### config.mk
export PLATFORM = sky130hd
export DESIGN_NAME = mono_text_cell_row_renderer_flat
export DESIGN_NICKNAME = d
export VERILOG_FILES = /design/src/rtl/core/mtcr_pkg.sv /design/src/rtl/core/mtcr_in_if.sv /design/src/rtl/core/mtcr_out_if.sv /design/src/rtl/core/mtcr_cfg_regs.sv /design/src/rtl/core/mtcr_front.sv /design/src/rtl/core/mtcr_queue.sv /design/src/rtl/core/mtcr_back.sv /design/src/rtl/core/mono_text_cell_row_renderer.sv /design/src/flat_wrapper.sv
export VERILOG_INCLUDE_DIRS = /design/src /design/src/rtl/core
export SDC_FILE = /design/constraint.sdc
export NUM_CORES = 1
export LEC_CHECK = 0
export ABC_AREA = 1
export BUFFER_PORTS_ARGS = -buffer_cell sky130_fd_sc_hd__buf_2
export CAP_MARGIN = 40
export CORE_MARGIN = 4
export CORE_UTILIZATION = 40
export DETAILED_ROUTE_END_ITERATION = 8
export GPL_TIMING_DRIVEN = 0
export PLACE_DENSITY = 0.65
export SLEW_MARGIN = 15
export SYNTH_ARGS = -nofsm -noshare
export SYNTH_HDL_FRONTEND = slang
export SYNTH_SLANG_ARGS = --single-unit
### constraint.sdc
create_clock -name clk -period 9.1 [get_ports clk]
set_input_delay 0.91 -clock clk [delete_from_list [all_inputs] [get_ports clk]]
set_output_delay 0.91 -clock clk [all_outputs]
set_load 0.02 [all_outputs]
### src/rtl/core/assert_macros.svh
// assertion macros shared by the queue and back end modules
`ifndef ASSERT_MACROS_SVH
`define ASSERT_MACROS_SVH

// checked on every clock edge outside reset
`define MTCR_ASSERT(label, prop, msg) \
  label: assert property (@(posedge clk) disable iff (!rst_n) prop) else $error(msg);

// checked on every clock edge, reset included
`define MTCR_ASSERT_ALWAYS(label, prop, msg) \
  label: assert property (@(posedge clk) prop) else $error(msg);

`endif

### src/rtl/core/mtcr_pkg.sv
// package with constants, codes and types of the text cell row renderer
package mtcr_pkg;

  localparam int CELL_WIDTH     = 9;
  localparam int CELL_HEIGHT    = 14;
  localparam int UNDERLINE_LINE = 12;

  localparam int COL_W    = 7;
  localparam int ROW_W    = 5;
  localparam int LINE_W   = 4;
  localparam int ATTR_W   = 8;
  localparam int GLYPH_W  = 9;
  localparam int X_W      = 10;
  localparam int Y_W      = 9;
  localparam int COLOUR_W = 24;

  localparam int K_W = $clog2(CELL_WIDTH);

  localparam int QDEPTH = 2;
  localparam int QPTR_W = (QDEPTH > 1) ? $clog2(QDEPTH) : 1;
  localparam int QCNT_W = $clog2(QDEPTH + 1);

  localparam int APB_DATA_W = 32;
  localparam int APB_ADDR_W = 4;
  localparam int REG_IDX_W  = 2;

  localparam logic [REG_IDX_W-1:0] REG_NORMAL = 2'd0;
  localparam logic [REG_IDX_W-1:0] REG_BRIGHT = 2'd1;
  localparam logic [REG_IDX_W-1:0] REG_BACK   = 2'd2;

  localparam logic [COLOUR_W-1:0] NORMAL_RESET = 24'hAAAAAA;
  localparam logic [COLOUR_W-1:0] BRIGHT_RESET = 24'hFFFFFF;
  localparam logic [COLOUR_W-1:0] BACK_RESET   = 24'h000000;

  localparam logic [2:0] ATTR_BLACK = 3'd0;
  localparam logic [2:0] ATTR_ULINE = 3'd1;
  localparam logic [2:0] ATTR_WHITE = 3'd7;

  typedef enum logic [1:0] {
    MODE_NORMAL,
    MODE_INVERSE,
    MODE_INVISIBLE,
    MODE_UNDERLINE
  } mode_t;

  typedef struct packed {
    logic [COLOUR_W-1:0] normal;
    logic [COLOUR_W-1:0] bright;
    logic [COLOUR_W-1:0] back;
  } colour_set_t;

  typedef struct packed {
    logic [X_W-1:0]        x0;
    logic [Y_W-1:0]        y;
    logic [COLOUR_W-1:0]   fg;
    logic [COLOUR_W-1:0]   bg;
    logic                  solid;
    logic [CELL_WIDTH-1:0] glyph;
  } q_entry_t;

  typedef struct packed {
    logic full;
    logic valid;
  } q_stat_t;

endpackage

### src/rtl/core/mtcr_in_if.sv
// input channel interface carrying one cell line item
interface mtcr_in_if;
  import mtcr_pkg::*;

  logic              valid;
  logic              ready;
  logic [COL_W-1:0]  cell_column;
  logic [ROW_W-1:0]  cell_row;
  logic [LINE_W-1:0] cell_line;
  logic [ATTR_W-1:0] attribute;
  logic [GLYPH_W-1:0] glyph_bits;

  modport source (
    output valid, cell_column, cell_row, cell_line, attribute, glyph_bits,
    input  ready
  );
  modport sink (
    input  valid, cell_column, cell_row, cell_line, attribute, glyph_bits,
    output ready
  );
endinterface

### src/rtl/core/mtcr_out_if.sv
// result channel interface carrying one pixel item
interface mtcr_out_if;
  import mtcr_pkg::*;

  logic                valid;
  logic                ready;
  logic [X_W-1:0]      pixel_x;
  logic [Y_W-1:0]      pixel_y;
  logic [COLOUR_W-1:0] pixel_colour;
  logic                last_pixel;

  modport source (
    output valid, pixel_x, pixel_y, pixel_colour, last_pixel,
    input  ready
  );
  modport sink (
    input  valid, pixel_x, pixel_y, pixel_colour, last_pixel,
    output ready
  );
endinterface

### src/rtl/core/mtcr_cfg_regs.sv
// apb colour registers
module mtcr_cfg_regs (
  input  logic                            clk,
  input  logic                            rst_n,
  input  logic                            psel,
  input  logic                            penable,
  input  logic                            pwrite,
  input  logic [mtcr_pkg::APB_ADDR_W-1:0] paddr,
  input  logic [mtcr_pkg::APB_DATA_W-1:0] pwdata,
  output logic [mtcr_pkg::APB_DATA_W-1:0] prdata,
  output logic                            pready,
  output mtcr_pkg::colour_set_t           colours
);
  import mtcr_pkg::*;

  colour_set_t            col_r, col_nxt;
  logic [REG_IDX_W-1:0]   idx;
  logic                   wr_en;

  always_comb begin
    idx     = paddr[APB_ADDR_W-1:2];
    wr_en   = psel && penable && pwrite;
    col_nxt = col_r;
    prdata  = '0;
    unique case (idx)
      REG_NORMAL: begin
        prdata = APB_DATA_W'(col_r.normal);
        if (wr_en) col_nxt.normal = pwdata[COLOUR_W-1:0];
      end
      REG_BRIGHT: begin
        prdata = APB_DATA_W'(col_r.bright);
        if (wr_en) col_nxt.bright = pwdata[COLOUR_W-1:0];
      end
      REG_BACK: begin
        prdata = APB_DATA_W'(col_r.back);
        if (wr_en) col_nxt.back = pwdata[COLOUR_W-1:0];
      end
      default: begin
        prdata = '0;
      end
    endcase
  end

  always_ff @(posedge clk) begin
    if (!rst_n) begin
      col_r.normal <= NORMAL_RESET;
      col_r.bright <= BRIGHT_RESET;
      col_r.back   <= BACK_RESET;
    end else begin
      col_r <= col_nxt;
    end
  end

  assign pready  = 1'b1;
  assign colours = col_r;

endmodule

### src/rtl/core/mtcr_front.sv
// front end: accepts cell line items and resolves mode, colours and coordinates
module mtcr_front (
  mtcr_in_if.sink                   in_ch,
  input  mtcr_pkg::colour_set_t     colours,
  input  mtcr_pkg::q_stat_t         q_stat,
  output logic                      push,
  output mtcr_pkg::q_entry_t        entry
);
  import mtcr_pkg::*;

  mode_t        mode;
  logic [2:0]   bg_attr;
  logic [2:0]   fg_attr;
  logic [COLOUR_W-1:0] lit_fg;

  always_comb begin
    bg_attr = in_ch.attribute[6:4];
    fg_attr = in_ch.attribute[2:0];
    priority if (bg_attr == ATTR_WHITE && fg_attr == ATTR_BLACK) begin
      mode = MODE_INVERSE;
    end else if (bg_attr == ATTR_BLACK && fg_attr == ATTR_BLACK) begin
      mode = MODE_INVISIBLE;
    end else if (bg_attr == ATTR_BLACK && fg_attr == ATTR_ULINE) begin
      mode = MODE_UNDERLINE;
    end else begin
      mode = MODE_NORMAL;
    end

    lit_fg = in_ch.attribute[3] ? colours.bright : colours.normal;
    entry.solid = 1'b0;
    unique case (mode)
      MODE_INVERSE: begin
        entry.fg = colours.back;
        entry.bg = colours.normal;
      end
      MODE_INVISIBLE: begin
        entry.fg = colours.back;
        entry.bg = colours.back;
      end
      MODE_UNDERLINE: begin
        entry.fg    = lit_fg;
        entry.bg    = colours.back;
        entry.solid = (in_ch.cell_line == LINE_W'(UNDERLINE_LINE));
      end
      default: begin
        entry.fg = lit_fg;
        entry.bg = colours.back;
      end
    endcase

    entry.x0    = X_W'(X_W'(in_ch.cell_column) * X_W'(CELL_WIDTH));
    entry.y     = Y_W'(Y_W'(in_ch.cell_row) * Y_W'(CELL_HEIGHT) + Y_W'(in_ch.cell_line));
    entry.glyph = CELL_WIDTH'(in_ch.glyph_bits);
  end

  assign in_ch.ready = !q_stat.full;
  assign push        = in_ch.valid && !q_stat.full;

endmodule

### src/rtl/core/mtcr_queue.sv
// short queue between the front end and the pixel sequencer
module mtcr_queue (
  input  logic                clk,
  input  logic                rst_n,
  input  logic                push,
  input  mtcr_pkg::q_entry_t  wr_entry,
  input  logic                pop,
  output mtcr_pkg::q_entry_t  rd_entry,
  output mtcr_pkg::q_stat_t   q_stat
);
  import mtcr_pkg::*;
  `include "assert_macros.svh"

  q_entry_t            mem_r [QDEPTH];
  logic [QPTR_W-1:0]   wr_ptr_r, wr_ptr_nxt;
  logic [QPTR_W-1:0]   rd_ptr_r, rd_ptr_nxt;
  logic [QCNT_W-1:0]   cnt_r, cnt_nxt;

  always_comb begin
    wr_ptr_nxt = wr_ptr_r;
    rd_ptr_nxt = rd_ptr_r;
    cnt_nxt    = cnt_r;
    if (push) begin
      wr_ptr_nxt = (wr_ptr_r == QPTR_W'(QDEPTH - 1)) ? '0 : wr_ptr_r + 1'b1;
    end
    if (pop) begin
      rd_ptr_nxt = (rd_ptr_r == QPTR_W'(QDEPTH - 1)) ? '0 : rd_ptr_r + 1'b1;
    end
    if (push && !pop) begin
      cnt_nxt = cnt_r + 1'b1;
    end else if (pop && !push) begin
      cnt_nxt = cnt_r - 1'b1;
    end
  end

  always_ff @(posedge clk) begin
    if (!rst_n) begin
      wr_ptr_r <= '0;
      rd_ptr_r <= '0;
      cnt_r    <= '0;
    end else begin
      wr_ptr_r <= wr_ptr_nxt;
      rd_ptr_r <= rd_ptr_nxt;
      cnt_r    <= cnt_nxt;
    end
  end

  always_ff @(posedge clk) begin
    if (push) begin
      mem_r[wr_ptr_r] <= wr_entry;
    end
  end

  assign rd_entry     = mem_r[rd_ptr_r];
  assign q_stat.full  = (cnt_r == QCNT_W'(QDEPTH));
  assign q_stat.valid = (cnt_r != '0);

  `MTCR_ASSERT(a_q_no_overfill, cnt_r <= QCNT_W'(QDEPTH), "queue count above depth")
  `MTCR_ASSERT(a_q_no_underrun, pop |-> cnt_r != '0, "pop from empty queue")

endmodule

### src/rtl/core/mtcr_back.sv
// back end: steps through the pixels of one cell line into the output register
module mtcr_back (
  input  logic                clk,
  input  logic                rst_n,
  input  mtcr_pkg::q_entry_t  rd_entry,
  input  mtcr_pkg::q_stat_t   q_stat,
  output logic                pop,
  mtcr_out_if.source          out_ch
);
  import mtcr_pkg::*;
  `include "assert_macros.svh"

  logic                  busy_r, busy_nxt;
  logic [K_W-1:0]        k_r, k_nxt;
  logic [X_W-1:0]        x_r, x_nxt;
  logic [Y_W-1:0]        y_r, y_nxt;
  logic [COLOUR_W-1:0]   fg_r, fg_nxt;
  logic [COLOUR_W-1:0]   bg_r, bg_nxt;
  logic                  solid_r, solid_nxt;
  logic [CELL_WIDTH-1:0] glyph_r, glyph_nxt;

  logic                  ov_r, ov_nxt;
  logic [X_W-1:0]        px_r, px_nxt;
  logic [Y_W-1:0]        py_r, py_nxt;
  logic [COLOUR_W-1:0]   pc_r, pc_nxt;
  logic                  pl_r, pl_nxt;

  logic                  advance;
  logic                  last_k;

  always_comb begin
    advance = busy_r && (!ov_r || out_ch.ready);
    last_k  = (k_r == K_W'(CELL_WIDTH - 1));
    pop     = q_stat.valid && (!busy_r || (advance && last_k));

    busy_nxt  = busy_r;
    k_nxt     = k_r;
    x_nxt     = x_r;
    y_nxt     = y_r;
    fg_nxt    = fg_r;
    bg_nxt    = bg_r;
    solid_nxt = solid_r;
    glyph_nxt = glyph_r;

    if (pop) begin
      busy_nxt  = 1'b1;
      k_nxt     = '0;
      x_nxt     = rd_entry.x0;
      y_nxt     = rd_entry.y;
      fg_nxt    = rd_entry.fg;
      bg_nxt    = rd_entry.bg;
      solid_nxt = rd_entry.solid;
      glyph_nxt = rd_entry.glyph;
    end else if (advance && last_k) begin
      busy_nxt = 1'b0;
    end else if (advance) begin
      k_nxt     = k_r + 1'b1;
      x_nxt     = x_r + 1'b1;
      glyph_nxt = {glyph_r[CELL_WIDTH-2:0], 1'b0};
    end

    ov_nxt = ov_r && !out_ch.ready;
    px_nxt = px_r;
    py_nxt = py_r;
    pc_nxt = pc_r;
    pl_nxt = pl_r;
    if (advance) begin
      ov_nxt = 1'b1;
      px_nxt = x_r;
      py_nxt = y_r;
      pc_nxt = (solid_r || glyph_r[CELL_WIDTH-1]) ? fg_r : bg_r;
      pl_nxt = last_k;
    end
  end

  always_ff @(posedge clk) begin
    if (!rst_n) begin
      busy_r <= 1'b0;
      k_r    <= '0;
      ov_r   <= 1'b0;
    end else begin
      busy_r <= busy_nxt;
      k_r    <= k_nxt;
      ov_r   <= ov_nxt;
    end
  end

  always_ff @(posedge clk) begin
    x_r     <= x_nxt;
    y_r     <= y_nxt;
    fg_r    <= fg_nxt;
    bg_r    <= bg_nxt;
    solid_r <= solid_nxt;
    glyph_r <= glyph_nxt;
    px_r    <= px_nxt;
    py_r    <= py_nxt;
    pc_r    <= pc_nxt;
    pl_r    <= pl_nxt;
  end

  assign out_ch.valid        = ov_r;
  assign out_ch.pixel_x      = px_r;
  assign out_ch.pixel_y      = py_r;
  assign out_ch.pixel_colour = pc_r;
  assign out_ch.last_pixel   = pl_r;

  `MTCR_ASSERT(a_k_in_cell, busy_r |-> k_r <= K_W'(CELL_WIDTH - 1), "pixel index past cell")
  `MTCR_ASSERT(a_line_wraps, (advance && last_k) |=> (k_r == '0 || !busy_r), "line did not end")
  `MTCR_ASSERT_ALWAYS(a_rst_idle, !rst_n |=> !busy_r && !ov_r, "back end not idle after reset")

endmodule

### src/rtl/core/mono_text_cell_row_renderer.sv
// top level of the monochrome text cell row renderer
//
//   channel   direction  handshake          carries
//   in_ch     in         valid/ready        one cell line: column, row, line, attribute, glyph
//   out_ch    out        valid/ready        one pixel: x, y, colour, last flag
//   apb       in         psel/penable/pready colour registers at 0x0, 0x4, 0x8
//
// each item gives one pixel per cycle from the back end pixel counter while out_ch is not stalled
// items follow each other with no gap; a two-entry queue lets the front keep accepting
// a stalled output holds the pixel register and the back end waits
// synchronous active-low reset empties the queue and loads the default colours
module mono_text_cell_row_renderer (
  input  logic                            clk,
  input  logic                            rst_n,
  mtcr_in_if.sink                         in_ch,
  mtcr_out_if.source                      out_ch,
  input  logic                            psel,
  input  logic                            penable,
  input  logic                            pwrite,
  input  logic [mtcr_pkg::APB_ADDR_W-1:0] paddr,
  input  logic [mtcr_pkg::APB_DATA_W-1:0] pwdata,
  output logic [mtcr_pkg::APB_DATA_W-1:0] prdata,
  output logic                            pready
);
  import mtcr_pkg::*;

  colour_set_t colours;
  q_stat_t     q_stat;
  q_entry_t    wr_entry;
  q_entry_t    rd_entry;
  logic        push;
  logic        pop;

  mtcr_cfg_regs u_cfg (
    .clk     (clk),
    .rst_n   (rst_n),
    .psel    (psel),
    .penable (penable),
    .pwrite  (pwrite),
    .paddr   (paddr),
    .pwdata  (pwdata),
    .prdata  (prdata),
    .pready  (pready),
    .colours (colours)
  );

  mtcr_front u_front (
    .in_ch   (in_ch),
    .colours (colours),
    .q_stat  (q_stat),
    .push    (push),
    .entry   (wr_entry)
  );

  mtcr_queue u_queue (
    .clk      (clk),
    .rst_n    (rst_n),
    .push     (push),
    .wr_entry (wr_entry),
    .pop      (pop),
    .rd_entry (rd_entry),
    .q_stat   (q_stat)
  );

  mtcr_back u_back (
    .clk      (clk),
    .rst_n    (rst_n),
    .rd_entry (rd_entry),
    .q_stat   (q_stat),
    .pop      (pop),
    .out_ch   (out_ch)
  );

endmodule
### src/flat_wrapper.sv
// flat-port wrapper written by rule: the top's interface ports become plain ports
module mono_text_cell_row_renderer_flat import mtcr_pkg::*;
  (clk, rst_n, psel, penable, pwrite, paddr, pwdata, prdata, pready, in_ch_valid, in_ch_cell_column, in_ch_cell_row, in_ch_cell_line, in_ch_attribute, in_ch_glyph_bits, in_ch_ready, out_ch_valid, out_ch_pixel_x, out_ch_pixel_y, out_ch_pixel_colour, out_ch_last_pixel, out_ch_ready);
  mtcr_in_if in_ch_i ();
  mtcr_out_if out_ch_i ();
  input  logic clk;
  input  logic rst_n;
  input  logic psel;
  input  logic penable;
  input  logic pwrite;
  input  logic [mtcr_pkg::APB_ADDR_W-1:0] paddr;
  input  logic [mtcr_pkg::APB_DATA_W-1:0] pwdata;
  output logic [mtcr_pkg::APB_DATA_W-1:0] prdata;
  output logic pready;
  input wire logic [$bits(in_ch_i.valid)-1:0] in_ch_valid;
  input wire logic [$bits(in_ch_i.cell_column)-1:0] in_ch_cell_column;
  input wire logic [$bits(in_ch_i.cell_row)-1:0] in_ch_cell_row;
  input wire logic [$bits(in_ch_i.cell_line)-1:0] in_ch_cell_line;
  input wire logic [$bits(in_ch_i.attribute)-1:0] in_ch_attribute;
  input wire logic [$bits(in_ch_i.glyph_bits)-1:0] in_ch_glyph_bits;
  output wire logic [$bits(in_ch_i.ready)-1:0] in_ch_ready;
  output wire logic [$bits(out_ch_i.valid)-1:0] out_ch_valid;
  output wire logic [$bits(out_ch_i.pixel_x)-1:0] out_ch_pixel_x;
  output wire logic [$bits(out_ch_i.pixel_y)-1:0] out_ch_pixel_y;
  output wire logic [$bits(out_ch_i.pixel_colour)-1:0] out_ch_pixel_colour;
  output wire logic [$bits(out_ch_i.last_pixel)-1:0] out_ch_last_pixel;
  input wire logic [$bits(out_ch_i.ready)-1:0] out_ch_ready;
  assign in_ch_i.valid = in_ch_valid;
  assign in_ch_i.cell_column = in_ch_cell_column;
  assign in_ch_i.cell_row = in_ch_cell_row;
  assign in_ch_i.cell_line = in_ch_cell_line;
  assign in_ch_i.attribute = in_ch_attribute;
  assign in_ch_i.glyph_bits = in_ch_glyph_bits;
  assign in_ch_ready = in_ch_i.ready;
  assign out_ch_valid = out_ch_i.valid;
  assign out_ch_pixel_x = out_ch_i.pixel_x;
  assign out_ch_pixel_y = out_ch_i.pixel_y;
  assign out_ch_pixel_colour = out_ch_i.pixel_colour;
  assign out_ch_last_pixel = out_ch_i.last_pixel;
  assign out_ch_i.ready = out_ch_ready;
  mono_text_cell_row_renderer u_core (.clk(clk), .rst_n(rst_n), .in_ch(in_ch_i), .out_ch(out_ch_i), .psel(psel), .penable(penable), .pwrite(pwrite), .paddr(paddr), .pwdata(pwdata), .prdata(prdata), .pready(pready));
endmodule
==> impl_metrics.py <==
metrics = {
    "floorplan": {
        "start_util_pct": 40.7,
        "die_area_sq_mm": 0.0406,
        "dieWidth_um": 201,
        "fp.dieH_um": 201,
        "top_level_ports": 155,
        "row_count": 70,
        "coreArea_sq_mm": 0.0368,
    },
    "drt": {
        "wl_per_cell_um": 17.7,
        "totalWireLength_um": 36400,
        "firstDrtPassIters": 5,
        "vias_per_cell": 5.11,
        "initialDrtViolationCount": 931,
        "ant_nets": 0,
        "num_vias": 10500,
        "remaining_drc_errors": 0,
    },
    "placement": {
        "place_hpwl_um": 24800,
        "gp_congestion": 0.894,
        "io_buffers": 132,
    },
    "worst_setup_path": {
        "reg2reg_depth": 12,
        "max_stage_delay_ns": 0.36,
        "crit_start": "paddr[2]",
        "cp_data_arrival_time_ns": 2.53,
        "r2r_start": "u_core.u_back.busy_r",
        "critPathSlowestCell": "buf_2",
        "startpoint_type": "input port",
        "path_max_fanout": 10,
        "required_ns": 8.19,
        "critPathKind": "in -> out",
        "cp_common_cell": "buf_2",
        "path_cells": "buf_2, inv_2, nand2_1, buf_2, inv_1, buf_2, nand2_1, o211ai_1, buf_2",
        "cp-end-kind": "primary output",
    },
    "clock_tree": {
        "ctsHoldBuffers": 0,
        "cts_resized": 0,
        "cts_tree": "built",
        "cts_sinks": 358,
        "cts_setup_buffers": 0,
        "cts_buffers": 39,
        "insertion_delay_ns": 0.53,
        "clockBufferDepth": 3,
        "clk_pin_slew_ns": 0.06,
        "root_buffer": "clkbuf_16",
        "htreeDepth": 2,
    },
    "global_route": {
        "grt_pass1_wl_um": 57200,
        "grt_start_max_net_pins": 68,
        "grt_use_total_pct": 17.7,
        "antenna_found_initial": 2,
        "grt_pass1_vias": 10400,
        "grt.overflow.total": 0,
    },
    "synth": {
        "synth_cell_types": 46,
        "ys_warn_count": 0,
        "syn_area_per_cell_sq_um": 11.0,
        "syn_inst": 1366,
        "ys_seq_area_share_pct": 66.3,
        "ys_ff_latch": 358,
        "syn-cell-area_sq_mm": 0.0150,
    },
    "power_and_ir_drop": {
        "pwr-share-seq_pct": 46.4,
        "p_sw_w": 0.00155,
        "powerDensity_mw_per_mm2": 294,
        "swShare_pct": 29.6,
        "leakage_nw": 7.16,
        "p_comb_share_pct": 23.4,
        "vdd_drop_max_uv": 129,
        "clockPowerShare_pct": 30.2,
        "p_int_w": 0.00367,
    },
    "timing": {
        "tightest_slew_ns": 0.847,
        "timing.final.crit_share_pct": 37.8,
        "finalHoldViolCount": 0,
        "tns_ns": 0,
        "slew-limit-headroom_pct": 43.6,
        "finalSetupViolations": 0,
        "hold_ws_ns": 0.420,
        "maxSlewViolCount": 0,
        "fin_skew_ns": 0.0128,
        "rsz0062_at_grt": "false",
        "fin_crit_ns": 3.44,
        "fmax_mhz": 291,
    },
    "hold_path": {
        "holdPathStages": 0,
        "worstHoldStart": "u_core.u_back.y_r[2]",
        "hp-class": "reg -> reg",
    },
    "flow_run": {
        "drv_cap": 0,
    },
    "layout": {
        "areaGrowthSynthToFinish_pct": 18.6,
        "fillers": 3315,
        "fin_nets": 1660,
        "drive_gt1_share_pct": 17.9,
    },
    "status": {
        "outcome": "finished clean",
    },
}
## sequential cells by signal (all words and copies together), names as in the netlist, named ones only
name / count
u_core.u_back.x_r: 10
u_core.u_back.fg_r: 24
u_core.u_queue.rd_ptr_r: 1
u_core.u_back.busy_r: 1
u_core.u_cfg.colours: 72
u_core.u_back.bg_r: 24
u_core.u_back.out_ch.pixel_x: 10
u_core.u_back.solid_r: 1
u_core.u_back.out_ch.pixel_y: 9
u_core.u_back.out_ch.last_pixel: 1
u_core.u_back.out_ch.pixel_colour: 24
u_core.u_queue.wr_ptr_r: 1
u_core.u_back.y_r: 9
u_core.u_queue.mem_r: 154
u_core.u_queue.cnt_r: 2
u_core.u_back.glyph_r: 9
u_core.u_back.out_ch.valid: 1
u_core.u_back.k_r: 4
## path summary, 6_finish.rpt
check	endpoint	slack [ns]
worst max-delay path	prdata[20]	5.66
worst min-delay path	u_core.u_back.out_ch.pixel_y[2]	0.42
worst max register to register	u_core.u_queue.cnt_r[1]	6.63
worst min register to register	u_core.u_back.out_ch.pixel_y[2]	0.42
## stage by stage
stage | std cells | cell area [sq um] | power, W | utilization, % | setup slack (ns)
detailed placement | 1982 | 16400 | 0.00371 | 44.7 | 5.77
CTS | 2051 | 17700 | 0.00530 | 48.2 | 5.77
global route | 2053 | 17700 | 0.00553 | 48.2 | 5.64
finish | 2053 | 17700 | 0.00522 | 48.2 | 5.66
floorplan | 1373 | 15000 | 0.00325 | - | 4.35
global placement | 1973 | 16200 | 0.00363 | 44.1 | 2.20
## power groups by stage
stage | clock network [W] | registers (W) | logic [W]
after floorplan | 0 | 0.00253 | 0.000721
after global placement | 0 | 0.00247 | 0.00116
after detailed placement | 0 | 0.00246 | 0.00125
after CTS | 0.00162 | 0.00243 | 0.00125
after global routing | 0.00169 | 0.00246 | 0.00138
final | 0.00158 | 0.00242 | 0.00122
## layout make-up
class	count	area, sq um	share of cell area [%]
flip-flops and latches	358	9920	55.9
multi-input cells	862	4370	24.6
clock buffers	51	1100	6.22
repair buffers	141	858	4.84
well taps	468	586	3.30
plain buffers	72	403	2.27
inverters	81	309	1.74
clock inverters	18	185	1.04
diodes	2	5.00	0.0282
## routing by layer
layer | GRT usage, % | up-vias | share of wire [%]
met1 | 23.7 | 4967 | 42
met3 | 4.29 | 79 | 8.2
met4 | 6.74 | 0 | 3.3
met2 | 28.2 | 429 | 46
li1 | - | 5013 | -
met5 | 0 | - | 0
## cells in the final DEF, fill, tap and decap left out, drive strengths merged, types with 2 or more instances in the layout
cell type	n
a21oi	38
buf	183
bufinv	4
clkbuf	81
clkinv	14
conb	9
dfxtp	83
diode	2
edfxtp	275
fa	7
ha	22
inv	80
mux2	24
mux2i	7
nand2	458
nand3	34
nand4	3
nor2	80
nor3	3
o211ai	32
o21ai	109
o221ai	14
or2	2
xnor2	5
xor2	9
## synth_stat cells, drive strengths merged
cell type,count,share of area [%]
conb,2,0.050
clkbuf,30,0.75
a31oi,1,0.042
nor3,3,0.13
xnor2,5,0.29
nand2,458,12
nor4,1,0.042
a22oi,1,0.050
dfxtp,83,11
o211ai,32,1.6
or2,2,0.084
ha,22,1.8
mux2,24,1.8
buf,42,1.9
nand3,34,1.2
a21oi,38,1.4
and3,1,0.042
nand4,3,0.17
nor3b,1,0.050
mux2i,7,0.47
nor2,80,2.1
clkinv,1,0.025
nand3b,1,0.050
inv,80,2.0
xor2,9,0.53
o221ai,14,0.82
o21ai,109,3.7
fa,7,0.94
edfxtp,275,55
## logic make-up (layout without fill, tap and decap cells)
family / after synthesis / after routing / synth area share, %
AO/OA/AOI/OAI: 195 / 195 / 7.56
XOR/XNOR: 14 / 14 / 0.820
adder cells (fa/ha/maj): 29 / 29 / 2.78
buffers and inverters: 153 / 363 / 4.76
flip-flops: 358 / 358 / 66.3
multiplexers: 31 / 31 / 2.28
other: 2 / 11 / 0.0502
AND/OR/NAND/NOR: 584 / 584 / 15.4
## critical path: cells and delay by family
kind / cells / cell delay, ns
compound gates: 1 / 0.22
buf+inv: 6 / 1.24
simple gates: 2 / 0.15
Power figures use the tool's default switching activity.
